[src/rtl/core/ufme_pkg.sv]
`default_nettype none

package ufme_pkg;

  // Table geometry
  localparam int NODES   = 1024;
  localparam int IDX_W   = $clog2(NODES);
  localparam int ENTRY_W = IDX_W + 2;
  localparam int FIELD_W = 10;
  localparam int SIZE_W  = 11;
  localparam int CNT_W   = 10;

  typedef logic [IDX_W-1:0]          idx_t;
  typedef logic signed [ENTRY_W-1:0] entry_t;

  // Input transfer: two node indexes
  typedef struct packed {
    logic [FIELD_W-1:0] node_a;
    logic [FIELD_W-1:0] node_b;
  } in_t;

  // Result transfer
  typedef struct packed {
    logic               already_same;
    logic [FIELD_W-1:0] joined_root;
    logic [SIZE_W-1:0]  set_size;
    logic [CNT_W-1:0]   join_count;
  } out_t;

  typedef enum logic [2:0] {
    S_CLEAR,
    S_IDLE,
    S_LOAD,
    S_FIND,
    S_COMP,
    S_FIN,
    S_JOIN_ROOT,
    S_JOIN_CHILD
  } state_t;

  // Datapath status seen by the sequencer
  typedef struct packed {
    logic start;
    logic clr_last;
    logic is_root;
    logic start_is_cur;
    logic next_is_root;
    logic phase_b;
    logic same_root;
  } stat_t;

  // Sequencer outputs
  typedef struct packed {
    state_t state;
    logic   busy;
    logic   emit;
  } ctrl_t;

  // Out-of-range node indexes saturate to the last entry
  function automatic idx_t clamp_idx(input logic [FIELD_W-1:0] v);
    if (32'(v) >= 32'(NODES)) begin
      return idx_t'(NODES - 1);
    end
    return idx_t'(v);
  endfunction

endpackage

`default_nettype wire

[src/rtl/core/ufme_seq.sv]
`default_nettype none

module ufme_seq (
  input  wire logic            clk,
  input  wire logic            rst_n,
  input  wire ufme_pkg::stat_t stat,
  output ufme_pkg::ctrl_t      ctrl
);

  ufme_pkg::state_t state_r, state_nxt;

  // State register
  always_ff @(posedge clk) begin
    if (!rst_n) begin
      state_r <= ufme_pkg::S_CLEAR;
    end else begin
      state_r <= state_nxt;
    end
  end

  // Next state
  always_comb begin
    state_nxt = state_r;
    case (state_r)
      ufme_pkg::S_CLEAR: begin
        if (stat.clr_last) state_nxt = ufme_pkg::S_IDLE;
      end
      ufme_pkg::S_IDLE: begin
        if (stat.start) state_nxt = ufme_pkg::S_LOAD;
      end
      ufme_pkg::S_LOAD: begin
        state_nxt = ufme_pkg::S_FIND;
      end
      ufme_pkg::S_FIND: begin
        if (stat.is_root) begin
          state_nxt = stat.start_is_cur ? ufme_pkg::S_FIN : ufme_pkg::S_COMP;
        end
      end
      ufme_pkg::S_COMP: begin
        if (stat.next_is_root) state_nxt = ufme_pkg::S_FIN;
      end
      ufme_pkg::S_FIN: begin
        if (!stat.phase_b) begin
          state_nxt = ufme_pkg::S_LOAD;
        end else if (stat.same_root) begin
          state_nxt = ufme_pkg::S_IDLE;
        end else begin
          state_nxt = ufme_pkg::S_JOIN_ROOT;
        end
      end
      ufme_pkg::S_JOIN_ROOT: begin
        state_nxt = ufme_pkg::S_JOIN_CHILD;
      end
      ufme_pkg::S_JOIN_CHILD: begin
        state_nxt = ufme_pkg::S_IDLE;
      end
      default: begin
        state_nxt = ufme_pkg::S_IDLE;
      end
    endcase
  end

  // Outputs
  always_comb begin
    ctrl.state = state_r;
    ctrl.busy  = (state_r != ufme_pkg::S_IDLE);
    ctrl.emit  = ((state_r == ufme_pkg::S_FIN) && stat.phase_b && stat.same_root) ||
                 (state_r == ufme_pkg::S_JOIN_CHILD);
  end

endmodule

`default_nettype wire

[config.mk]
export PLATFORM = sky130hd
export DESIGN_NAME = ufme_seq
export DESIGN_NICKNAME = d
export VERILOG_FILES = /design/src/rtl/core/ufme_pkg.sv /design/src/rtl/core/ufme_seq.sv
export SDC_FILE = /design/constraint.sdc
export NUM_CORES = 1
export LEC_CHECK = 0
export ABC_CLOCK_PERIOD_IN_PS = 1200
export BUFFER_PORTS_ARGS = -buffer_cell sky130_fd_sc_hd__buf_2
export CAP_MARGIN = 20
export CORE_AREA = 2 2 39 41
export CTS_BUF_LIST = sky130_fd_sc_hd__clkbuf_2 sky130_fd_sc_hd__clkbuf_4 sky130_fd_sc_hd__clkbuf_8
export DETAILED_ROUTE_END_ITERATION = 8
export DIE_AREA = 0 0 41 43
export PLACE_DENSITY_LB_ADDON = 0.25
export SYNTH_ARGS = -nofsm -noshare
export SYNTH_HDL_FRONTEND = slang
export SYNTH_SLANG_ARGS = --single-unit
[constraint.sdc]
create_clock -name clk -period 1.2 [get_ports clk]
set_input_delay 0.18 -clock clk [delete_from_list [all_inputs] [get_ports clk]]
set_output_delay 0.18 -clock clk [all_outputs]
set_load 0.02 [all_outputs]
==> impl_metrics.tcl <==
set metrics [dict create \
    clk_path_buf_depth 2 \
    timing.rr.start "state_r[0]" \
    ys_seq_area_share_pct 22.75 \
    crit_required_ps 1020 \
    pwr-share-seq_pct 29.7 \
    tightest_slew_ps 275.5 \
    hold_class "in -> reg" \
    synthAdderAreaFrac_pct 0 \
    dr.first_iter.drc_count 4 \
    relSlewSlack_pct 81.37 \
    r2r_end "state_r[0]" \
    antenna_left 0 \
    cts_max_level 1 \
    cp_max_fo 7 \
    critPathLaunchType "flip-flop" \
    synth_fp_nets 43 \
    core_area_um2 1384 \
    hold_end "state_r[0]" \
    clock_sinks 3 \
    finalCritPeriodShare_pct 99.05 \
    fin_crit_ps 1189 \
    regMostFlops "state_r" \
    p_sw_mw 0.1265 \
    post_drt_wl_per_cell_um 10.79 \
    antenna_cells 0 \
    cts_buffers 3 \
    via_per_inst 4.403 \
    crit_path_end_kind "output pin" \
    fin_skew_ps 1.146 \
    wirelength_um 723 \
    clock_latency_ps 230 \
    power_leakage_nw 0.1764 \
    layout_setup_ws_ps 11.46 \
    die-area_um2 1763 \
    power_density_nw_per_um2 1095 \
    reg_top3 "state_r: 3 flops" \
    netlist_area_um2 264.0 \
    synth_top_area_cell "dfxtp_1" \
    io_buffer_count 13 \
    ys_warn_count 0 \
    synthFlopType "dfxtp_1" \
    synth-compound-area-share_pct 30.81 \
    synth_top_family_by_area "compound AO/OA/AOI/OAI gates" \
    grt_pass1_vias 288 \
    syn_area_per_cell_um2 7.765 \
    dr.pass1.iters 3 \
    root_buffer "clkbuf_4" \
    grt_usage_pct 8.927 \
    synth_top_area_share_pct 22.75 \
    slew_viol_final 0 \
    rsz0062_at_grt "true" \
    whs_ps 202.3 \
    ff2ff_path_depth 3 \
    setup_viol 0 \
    synth_edf_count 0 \
    intPower_mw 0.3108 \
    cap_violations 0 \
    pin_count 14 \
    ir_worst_vdd_mv 0.4716 \
    grt_max_degree 13 \
    p_comb_share_pct 25.6 \
    post-dp-hpwl_um 548.5 \
    whs_path_depth 2 \
    clockPowerShare_pct 44.7 \
    nets 61 \
    synthArstFlopShare_pct 0 \
    synth_mux_area_share_pct 3.791 \
    hold_viol 0 \
    grt_pass1_wl_mm 1.076 \
    outcome "finished, final reports clean" \
    netlist_instances 34 \
    clk_pin_slew_ps 30 \
    yosys.area_share.simple_pct 27.49 \
    start_util_pct 19.08 \
    routabilityCongestion 0.7493 \
    rrSetupSlack_ps 40 \
    die_height_um 43 \
    tritoncts "done" \
    synth_common_cells "a21oi_1, nor2_1, dfxtp_1, nand2_1, o21ai_0" \
    vias 295 \
    synth_seq_cells 3 \
    hold_start "rst_n" \
    sw_frac_of_total_pct 28.92 \
    max_freq_ghz 0.8414 \
    synth.area.top_cells "dfxtp_1, a21oi_1, o21ai_0, nor2_1, clkbuf_8" \
    rows 14 \
    largest_reg_flops 3 \
    critPathKind "reg -> out" \
    overflow 0 \
    antenna_found_initial 0 \
    die_w_um 41 \
    synthToLayoutAreaGrowth_pct 51.19 \
    yosys.area_share.xor_xnor_pct 0 \
    cp.arrival_ps 1010 \
    drc 0 \
    dp_slack_ps 43.15 \
    drive_above_1_share_pct 50.98 \
    ys_types 21 \
]
power by group through the flow:
stage | Combinational (mW) | Clock [mW] | Sequential (mW)
floorplan | 0.0789 | 0 | 0.126
global placement | 0.105 | 0 | 0.130
CTS | 0.106 | 0.202 | 0.130
global route | 0.122 | 0.218 | 0.132
finish | 0.112 | 0.196 | 0.130
detailed placement | 0.104 | 0 | 0.130
worst max-delay path by stage:
stage	from	endpoint	slack (ps)	cells past startpoint
2_1_floorplan	state_r[1]	state_r[2]	-40	4
3_3_place_gp	state_r[0]	state_r[0]	40	3
3_5_place_dp	state_r[0]	state_r[0]	40	3
4_1_cts	state_r[2]	ctrl[1]	5	3
5_1_grt	state_r[2]	ctrl[0]	-40	4
6_report	state_r[2]	ctrl[1]	10	3
metrics by stage:
stage / area, um^2 / total power, mW / instances / utilization (%) / TNS [ps]
floorplan: 271.5 / 0.2049 / 34 / - / -38.01
global placement: 339.1 / 0.2351 / 62 / 24.50 / 0
detailed placement: 339.1 / 0.2344 / 62 / 24.50 / 0
CTS: 390.4 / 0.4367 / 67 / 28.21 / 0
global route: 399.1 / 0.4718 / 67 / 28.84 / -89.68
finish: 399.1 / 0.4372 / 67 / 28.84 / 0
cell usage in the layout, fill, tap and decap left out, drive strengths merged, types with 2 or more instances in the layout:
master  instances
inv             2
clkbuf          4
a21oi           5
o21ai           3
nor2            4
dfxtp           3
buf            16
nand2           3
area by class of cell:
| class | count | area [um^2] |
|---|---|---|
| fillers | 164 | 984.7 |
| multi-input cells | 26 | 170.2 |
| repair buffers | 16 | 100.1 |
| clock buffers | 4 | 30.03 |
| flip-flops and latches | 3 | 71.32 |
| inverters | 2 | 7.507 |
| well taps | 16 | 20.02 |
routing by layer:
layer	global-route usage, %	vias to the layer above	routed length [um]
li1	-	158	-
met3	4.712	0	38
met1	11.22	127	367
met5	0	-	0
met2	13.13	10	317
met4	2.000	0	0
critical path, cell delays in order (launching register included):
cell and delay (ps):
dfxtp_4 350, buf_6 130, nand3b_1 160, buf_6 140
what timing repair did:
item,CTS,global route
buffers inserted,2,0
endpoints found under the hold margin,0,0
hold buffers,0,0
setup endpoints to repair,2,3
gates cloned,0,0
gates resized for setup,5,3
pin swaps,0,1
logic make-up (layout without fill, tap and decap cells):
group	Yosys count	in the layout
AO/OA/AOI/OAI	12	12
flip-flops	3	3
buffers and inverters	5	22
AND/OR/NAND/NOR	13	13
multiplexers	1	1
No activity file was read; power rests on OpenSTA's default activity.
